<file path="src/rtl/pwfd_pkg.sv">
// Shared types and constants for the pulse-width frame decoder.
// Used by pwfd_frame_core and pulse_width_frame_decoder_unit.
package pwfd_pkg;

    // Frame storage: bit i of a frame lives at bit (FRAME_WORD-1-i).
    localparam int FRAME_WORD         = 64;
    localparam int FRAME_POS_W        = $clog2(FRAME_WORD);
    localparam int FRAME_BITS_DEFAULT = 40;
    localparam int FRAME_BITS_MIN     = 8;
    localparam int FRAME_BITS_MAX     = 64;

    localparam int TIME_W   = 16;
    localparam int KIND_W   = 2;
    localparam int CFG_IDX_W = 3;

    localparam logic [KIND_W-1:0] KIND_START  = 2'd0;
    localparam logic [KIND_W-1:0] KIND_EDGE   = 2'd1;
    localparam logic [KIND_W-1:0] KIND_FINISH = 2'd2;

    localparam logic [CFG_IDX_W-1:0] CFG_START_MIN = 3'd0;
    localparam logic [CFG_IDX_W-1:0] CFG_START_MAX = 3'd1;
    localparam logic [CFG_IDX_W-1:0] CFG_ZERO_MIN  = 3'd2;
    localparam logic [CFG_IDX_W-1:0] CFG_ZERO_MAX  = 3'd3;
    localparam logic [CFG_IDX_W-1:0] CFG_ONE_MIN   = 3'd4;
    localparam logic [CFG_IDX_W-1:0] CFG_ONE_MAX   = 3'd5;

    localparam logic [TIME_W-1:0] START_MIN_RST = 16'd120;
    localparam logic [TIME_W-1:0] START_MAX_RST = 16'd200;
    localparam logic [TIME_W-1:0] ZERO_MIN_RST  = 16'd70;
    localparam logic [TIME_W-1:0] ZERO_MAX_RST  = 16'd100;
    localparam logic [TIME_W-1:0] ONE_MIN_RST   = 16'd110;
    localparam logic [TIME_W-1:0] ONE_MAX_RST   = 16'd150;

    typedef struct packed {
        logic [TIME_W-1:0] start_min;
        logic [TIME_W-1:0] start_max;
        logic [TIME_W-1:0] zero_min;
        logic [TIME_W-1:0] zero_max;
        logic [TIME_W-1:0] one_min;
        logic [TIME_W-1:0] one_max;
    } pwfd_cfg_t;

    typedef struct packed {
        logic [15:0]        humidity;
        logic signed [15:0] temperature;
        logic [7:0]         checksum;
        logic               frame_ok;
    } pwfd_result_t;

endpackage

</file>
<file path="src/rtl/pwfd_frame_core.sv">
// Frame state and bit decoding for the pulse-width frame decoder.
// Depends on pwfd_pkg; result fields are formed from the current frame state.
module pwfd_frame_core
    import pwfd_pkg::*;
#(
    parameter int FRAME_BITS = FRAME_BITS_DEFAULT
)
(
    input  logic                clk,
    input  logic                rst_n,
    input  logic                accept,
    input  logic [KIND_W-1:0]   kind,
    input  logic [TIME_W-1:0]   capture_time,
    input  pwfd_cfg_t           cfg,
    output pwfd_result_t        result
);

    localparam int CNT_W = $clog2(FRAME_BITS + 1);
    localparam logic [CNT_W-1:0] CNT_FULL = CNT_W'(FRAME_BITS);

    logic [TIME_W-1:0]     prev_time_reg, prev_time_next;
    logic                  armed_reg, armed_next;
    logic                  overflow_reg, overflow_next;
    logic [CNT_W-1:0]      count_reg, count_next;
    logic [FRAME_WORD-1:0] frame_reg, frame_next;

    logic [TIME_W-1:0]      dt;
    logic                   in_start, in_zero, in_one;
    logic [FRAME_POS_W-1:0] bit_pos;
    logic [15:0]            magnitude;
    logic [7:0]             byte2;

    assign dt       = capture_time - prev_time_reg;
    assign in_start = (dt >= cfg.start_min) && (dt <= cfg.start_max);
    assign in_zero  = (dt >= cfg.zero_min) && (dt <= cfg.zero_max);
    assign in_one   = (dt >= cfg.one_min) && (dt <= cfg.one_max);
    assign bit_pos  = FRAME_POS_W'(FRAME_WORD - 1) - FRAME_POS_W'(count_reg);

    always_comb
    begin
        prev_time_next = prev_time_reg;
        armed_next     = armed_reg;
        overflow_next  = overflow_reg;
        count_next     = count_reg;
        frame_next     = frame_reg;
        if (accept)
        begin
            unique case (kind)
                KIND_START:
                begin
                    prev_time_next = '0;
                    armed_next     = 1'b0;
                    overflow_next  = 1'b0;
                    count_next     = '0;
                    frame_next     = '0;
                end
                KIND_EDGE:
                begin
                    prev_time_next = capture_time;
                    if (!armed_reg)
                    begin
                        armed_next = in_start;
                    end
                    else if (in_zero || in_one)
                    begin
                        // zero window wins where the windows overlap
                        if (count_reg == CNT_FULL)
                        begin
                            overflow_next = 1'b1;
                        end
                        else
                        begin
                            frame_next[bit_pos] = !in_zero;
                            count_next          = count_reg + CNT_W'(1);
                        end
                    end
                end
                default:
                begin
                end
            endcase
        end
    end

    always_ff @(posedge clk or negedge rst_n)
    begin
        if (!rst_n)
        begin
            prev_time_reg <= '0;
            armed_reg     <= 1'b0;
            overflow_reg  <= 1'b0;
            count_reg     <= '0;
            frame_reg     <= '0;
        end
        else
        begin
            prev_time_reg <= prev_time_next;
            armed_reg     <= armed_next;
            overflow_reg  <= overflow_next;
            count_reg     <= count_next;
            frame_reg     <= frame_next;
        end
    end

    // Sign-magnitude temperature to two's complement
    assign byte2     = frame_reg[47:40];
    assign magnitude = {1'b0, byte2[6:0], frame_reg[39:32]};

    always_comb
    begin
        result.humidity    = frame_reg[63:48];
        result.temperature = byte2[7] ? $signed(~magnitude + 16'd1) : $signed(magnitude);
        result.checksum    = frame_reg[31:24];
        result.frame_ok    = armed_reg && !overflow_reg && (count_reg == CNT_FULL);
    end

`ifndef ASSERT_OFF
    a_count_bounded: assert property (@(posedge clk) disable iff (!rst_n)
        count_reg <= CNT_FULL)
        else $error("bit count exceeds frame length");

    a_overflow_full: assert property (@(posedge clk) disable iff (!rst_n)
        overflow_reg |-> (count_reg == CNT_FULL))
        else $error("overflow set before frame filled");

    a_start_clears: assert property (@(posedge clk) disable iff (!rst_n)
        (accept && kind == KIND_START) |=>
            (count_reg == '0 && !armed_reg && !overflow_reg && frame_reg == '0))
        else $error("start transfer did not clear frame");

    a_bits_need_arm: assert property (@(posedge clk) disable iff (!rst_n)
        (count_reg != $past(count_reg)) && (count_reg != '0) |-> $past(armed_reg))
        else $error("bit stored while not armed");
`endif

endmodule

</file>
<file path="src/rtl/pulse_width_frame_decoder_unit.sv">
// A finish transfer registers the frame result into the output buffer.
// Throughput: one input transfer per cycle; a two-entry output buffer keeps
// input open while one result waits, and stalls input only when both are full.
// Reset: asynchronous active low; clears the frame, count, flags, previous
// time and output buffer, and loads the default window registers.
module pulse_width_frame_decoder_unit
    import pwfd_pkg::*;
#(
    parameter int FRAME_BITS = FRAME_BITS_DEFAULT
)
(
    input  logic                    clk,
    input  logic                    rst_n,
    input  logic                    in_valid,
    output logic                    in_ready,
    input  logic [KIND_W-1:0]       kind,
    input  logic [TIME_W-1:0]       capture_time,
    output logic                    out_valid,
    input  logic                    out_ready,
    output logic [15:0]             humidity_tenths,
    output logic signed [15:0]      temperature_tenths,
    output logic [7:0]              checksum_byte,
    output logic                    frame_ok,
    input  logic                    cfg_valid,
    output logic                    cfg_ready,
    input  logic [CFG_IDX_W-1:0]    cfg_index,
    input  logic [TIME_W-1:0]       cfg_data
);

    pwfd_cfg_t    cfg_reg;
    pwfd_result_t core_result;
    pwfd_result_t front_reg, front_next;
    pwfd_result_t skid_reg, skid_next;
    logic         front_valid_reg, front_valid_next;
    logic         skid_valid_reg, skid_valid_next;
    logic         in_fire, push, pop;

    assign cfg_ready = 1'b1;
    assign in_ready  = !skid_valid_reg;
    assign in_fire   = in_valid && in_ready;
    assign push      = in_fire && (kind == KIND_FINISH);
    assign pop       = front_valid_reg && out_ready;

    always_ff @(posedge clk or negedge rst_n)
    begin
        if (!rst_n)
        begin
            cfg_reg.start_min <= START_MIN_RST;
            cfg_reg.start_max <= START_MAX_RST;
            cfg_reg.zero_min  <= ZERO_MIN_RST;
            cfg_reg.zero_max  <= ZERO_MAX_RST;
            cfg_reg.one_min   <= ONE_MIN_RST;
            cfg_reg.one_max   <= ONE_MAX_RST;
        end
        else if (cfg_valid)
        begin
            unique case (cfg_index)
                CFG_START_MIN: cfg_reg.start_min <= cfg_data;
                CFG_START_MAX: cfg_reg.start_max <= cfg_data;
                CFG_ZERO_MIN:  cfg_reg.zero_min  <= cfg_data;
                CFG_ZERO_MAX:  cfg_reg.zero_max  <= cfg_data;
                CFG_ONE_MIN:   cfg_reg.one_min   <= cfg_data;
                CFG_ONE_MAX:   cfg_reg.one_max   <= cfg_data;
                default:
                begin
                end
            endcase
        end
    end

    pwfd_frame_core #(
        .FRAME_BITS (FRAME_BITS)
    ) u_core (
        .clk          (clk),
        .rst_n        (rst_n),
        .accept       (in_fire),
        .kind         (kind),
        .capture_time (capture_time),
        .cfg          (cfg_reg),
        .result       (core_result)
    );

    // Two-entry output buffer: front drives the ports, skid holds the overflow
    always_comb
    begin
        front_next       = front_reg;
        front_valid_next = front_valid_reg;
        skid_next        = skid_reg;
        skid_valid_next  = skid_valid_reg;
        if (!front_valid_reg || pop)
        begin
            if (skid_valid_reg)
            begin
                front_next       = skid_reg;
                front_valid_next = 1'b1;
                skid_valid_next  = 1'b0;
            end
            else
            begin
                front_next       = core_result;
                front_valid_next = push;
            end
        end
        else if (push)
        begin
            skid_next       = core_result;
            skid_valid_next = 1'b1;
        end
    end

    always_ff @(posedge clk or negedge rst_n)
    begin
        if (!rst_n)
        begin
            front_valid_reg <= 1'b0;
            skid_valid_reg  <= 1'b0;
        end
        else
        begin
            front_valid_reg <= front_valid_next;
            skid_valid_reg  <= skid_valid_next;
        end
    end

    always_ff @(posedge clk)
    begin
        front_reg <= front_next;
        skid_reg  <= skid_next;
    end

    assign out_valid          = front_valid_reg;
    assign humidity_tenths    = front_reg.humidity;
    assign temperature_tenths = front_reg.temperature;
    assign checksum_byte      = front_reg.checksum;
    assign frame_ok           = front_reg.frame_ok;

`ifndef ASSERT_OFF
    a_skid_behind_front: assert property (@(posedge clk) disable iff (!rst_n)
        skid_valid_reg |-> front_valid_reg)
        else $error("skid entry held with empty front");

    a_push_lands: assert property (@(posedge clk) disable iff (!rst_n)
        (push && !front_valid_reg) |=> (front_valid_reg && !skid_valid_reg))
        else $error("finish transfer lost from output buffer");

    a_drain: assert property (@(posedge clk) disable iff (!rst_n)
        (pop && !skid_valid_reg && !push) |=> !front_valid_reg)
        else $error("result repeated after transfer");
`endif

endmodule
</file>
<file path="config.mk">
export PLATFORM = sky130hd
export DESIGN_NAME = pulse_width_frame_decoder_unit
export DESIGN_NICKNAME = d
export VERILOG_FILES = /design/src/rtl/pwfd_pkg.sv /design/src/rtl/pwfd_frame_core.sv /design/src/rtl/pulse_width_frame_decoder_unit.sv
export SDC_FILE = /design/constraint.sdc
export NUM_CORES = 1
export LEC_CHECK = 0
export ABC_AREA = 1
export ABC_CLOCK_PERIOD_IN_PS = 10400
export BUFFER_PORTS_ARGS = -buffer_cell sky130_fd_sc_hd__buf_2
export CAP_MARGIN = 20
export CORE_ASPECT_RATIO = 1.25
export CORE_MARGIN = 3
export CORE_UTILIZATION = 42
export CTS_CLUSTER_DIAMETER = 150
export DETAILED_ROUTE_END_ITERATION = 8
export PLACE_DENSITY = 0.65
export SLEW_MARGIN = 20
export SYNTH_ARGS = -nofsm -noshare
export SYNTH_HDL_FRONTEND = slang
export SYNTH_SLANG_ARGS = --single-unit
</file>
<file path="constraint.sdc">
create_clock -name clk -period 10.4 [get_ports clk]
set_input_delay 2.08 -clock clk [delete_from_list [all_inputs] [get_ports clk]]
set_output_delay 2.08 -clock clk [all_outputs]
set_load 0.03 [all_outputs]
</file>
==> results.md <==
- Post-synth top area cell: dfrtp_1
- Final TNS setup: 0 ns
- Cell-internal power: 1950 uW
- RSZ-0062 raised after global routing: no
- Sequential share of the synthesized area: 49.1%
- Max Freq: 0.179 GHz
- Vias per inst: 4.89
- XOR/XNOR Fraction of Synth Area: 2.02%
- Worst hold endpoint: skid_reg[29]$_DFFE_PP_
- Async set-reset flop share out of synthesis: 66.4%
- Largest family of logic cells by synthesized area: simple AND/OR/NAND/NOR gates
- Routed Wire Length: 30.1 mm
- Critical path class: primary input to register
- Layout cells sized above 1: 11.1%
- ANT cells: 0
- Crit. End Element: register
- Worst hold-check path type: register to register
- Worst Setup Slack, final: 4.81 ns
- Initial Util: 42.8%
- Synth Instances: 1573
- Vias in the first global route: 9929
- Clk slew on worst S/H paths: 0.06 ns
- Pre-CTS WS: 4.34 ns
- R2R Path Start: u_core.prev_time_reg[2]$_DFFE_PN0P_
- Total Routing Usage GR: 18.2%
- Min-delay src: u_core.frame_reg[52]$_DFFE_PN0P_
- Residual DRC count: 0
- Global-route wire length before repair: 49.8 mm
- Post-synth EDFFs: 82
- Relative slew margins: 46.2%
- Adder-Cell Fraction of Synth Area: 10.8%
- Main synth FF type: dfrtp_1
- Number of setup buffers added after CTS: 0
- Slowest stage delay, CP: 0.56 ns
- Floorplan core area: 0.0312 mm^2
- Mean Syn Cell Area: 8.48 um^2
- Post-synth top area share: 26.3%
- WL/cell: 14.6 um
- Synth Warn #: 0
- Post-Syn Nets: 1730
- Flip-flop count of the largest register after layout: 96
- Final Max Tran Viols: 0
- Minimum clock period: 5.59 ns
- Port bufs: 84
- H-tree depth: 1
- Core Util, Final: 48.2%
- Most used cell along the critical path: nand2_1
- Final setup violation count: 0
- Sw Pwr: 876 uW
- Mux share of post-synthesis cell area: 0%
- Num rows: 72
- Compound-gate portion of the synthesized area: 10.0%
- Clock root cell: clkbuf_16
- CTS Buffer Depth: 3
- Die area: 0.0339 mm^2
- Sw frac: 31.0%
- # resized after CTS: 0
- Reg2reg end: u_core.frame_reg[24]$_DFFE_PN0P_
- Critical path, cell by cell: buf_2 -> inv_1 -> ha_1 -> fa_1 -> o21ai_1 -> a31oi_1 -> o21ai_1 -> nand2_1 -> nand2_1 -> xor2_1 -> ha_1 -> nand2_1 -> o21ai_0 -> a21oi_1 -> nand3_1 -> nand2_1 -> nand4_1 -> inv_2 -> nand2_1 -> nand2_1
- Static leakage: 0.00736 uW
- Synthesized area: 0.0133 mm^2
- Routed via count: 10.1k
- Post-DP HPWL: 21.5 mm
- CTS Hold Bufs: 0
- Grt ovf: 0
- Initial antenna violation count: 0
- Worst Clk Skew: 0.0171 ns
- Layout area overhead: 12.7%
- Max-cap violations: 0
- DIE WIDTH: 165 um
- CP startpoint kind: primary input
- Worst-path fanout max: 40
- Fin nets: 1800
- Reg2Reg Setup Slack: 6.12 ns
- R2R depth: 21
- Hold Path Stages: 0
- #FFs+latches synth: 244
- Worst Tran Pin Value: 0.802 ns
- Clock Power Share: 34.1%
- WP data arrival: 6.05 ns
- Synth area leaders: dfrtp_1 (26%), edfxtp_1 (18%), nand2_1 (14%)
- Antenna Nets Post-Route: 0
- Drt pass-1 iters: 6
- Die height: 205 um
- Status: completed
- Pin count of the biggest net entering global routing: 108
- Power Total: 2830 uW
- First DRT Iteration DRCs: 460
- Final Hold Fails: 0
- Final GP Congestion: 0.866
- Library cells used by synthesis: 43
- Commonest non-fill, non-tap cell in the layout: nand2_1
- Flop pwr share: 40.3%
- Power per cell area: 188 mW/mm^2
- Peak supply drop: 0.114 mV
- Req. time, crit path: 10.86 ns
- Most frequent cells in the layout: nand2_1 (508), inv_1 (177), o21ai_0 (172)
- Final critical-path share of the clock period: 53.8%
- Clk_lat worst skew: 0.53 ns
- CTS Buf Count: 26
- CTS sink cnt: 244
- Worst path slowest cell: inv_2
- Simple-Gate Fraction of Synth Area: 20.7%
- Io pins: 86
- CTS tree: built
- Gate power share: 25.6%
area by class of cell:
type                            instances  area (um^2)
Inverter                              189          711
Sequential cell                       244         6540
Fill cell                            3116        16100
Clock inverter                         12          179
Timing Repair Buffer                   94          534
Tap cell                              407          509
Clock buffer                           36          709
Multi-Input combinational cell       1088         5840
how the worst max path moves through the flow:
stage	startpoint	to	slack [ns]	depth (start not counted)
2_1_floorplan	out_ready	skid_reg[0]$_DFFE_PP_	3.92	3
3_3_place_gp	capture_time[2]	u_core.frame_reg[25]$_DFFE_PN0P_	4.31	21
3_5_place_dp	capture_time[0]	u_core.frame_reg[54]$_DFFE_PN0P_	4.34	20
4_1_cts	capture_time[0]	u_core.frame_reg[54]$_DFFE_PN0P_	4.88	20
5_1_grt	capture_time[2]	u_core.frame_reg[40]$_DFFE_PN0P_	4.41	25
6_report	capture_time[0]	u_core.frame_reg[24]$_DFFE_PN0P_	4.81	20
kinds of logic (layout without fill, tap and decap cells):
family	count (synthesis)	count (layout)
buf+inv	241	331
other cells	1	1
flops	244	244
fa+ha+maj	115	115
compound gates	258	258
xor+xnor	29	29
simple gates	685	685
critical path, delay by kind of cell:
kind                       cells  cell delay, ns
buffers and inverters          3            0.72
xor gates and xnor gates       1            0.48
adders and majority gates      3            0.98
and+or+nand+nor                8            0.83
AOI/OAI and AO/OA              5            0.94
synth_stat cells (9+ instances only):
cell type	number
o21ai_0	172
nand4_1	9
dfrtp_1	140
inv_1	177
nand3_1	40
edfxtp_1	82
clkbuf_1	36
ha_1	114
dfstp_2	22
nor2_1	90
xor2_1	16
a21oi_1	59
xnor2_1	11
nor3_1	13
nand2_1	512
layer usage:
metal / wire length [um] / global-route usage (%)
met5: 0 / 0
met4: 788 / 4.81
met3: 1230 / 2.13
met2: 15400 / 32.8
met1: 12800 / 23.1
power groups by stage:
stage / Combinational, uW / Clock [uW] / Sequential, uW
detailed placement: 718 / 0 / 1160
CTS: 728 / 992 / 1140
global placement: 697 / 0 / 1150
floorplan: 500 / 0 / 1170
finish: 723 / 966 / 1140
global route: 842 / 1030 / 1150
per-stage QoR:
step	hold WS, ns	instance area, um^2	instances
after floorplan	0.441	13300	1573
after global placement	0.464	14100	2020
after detailed placement	0.465	14100	2021
after CTS	0.481	15000	2069
after global routing	0.496	15000	2070
final	0.478	15000	2070
No activity file was read; power rests on OpenSTA's default activity.
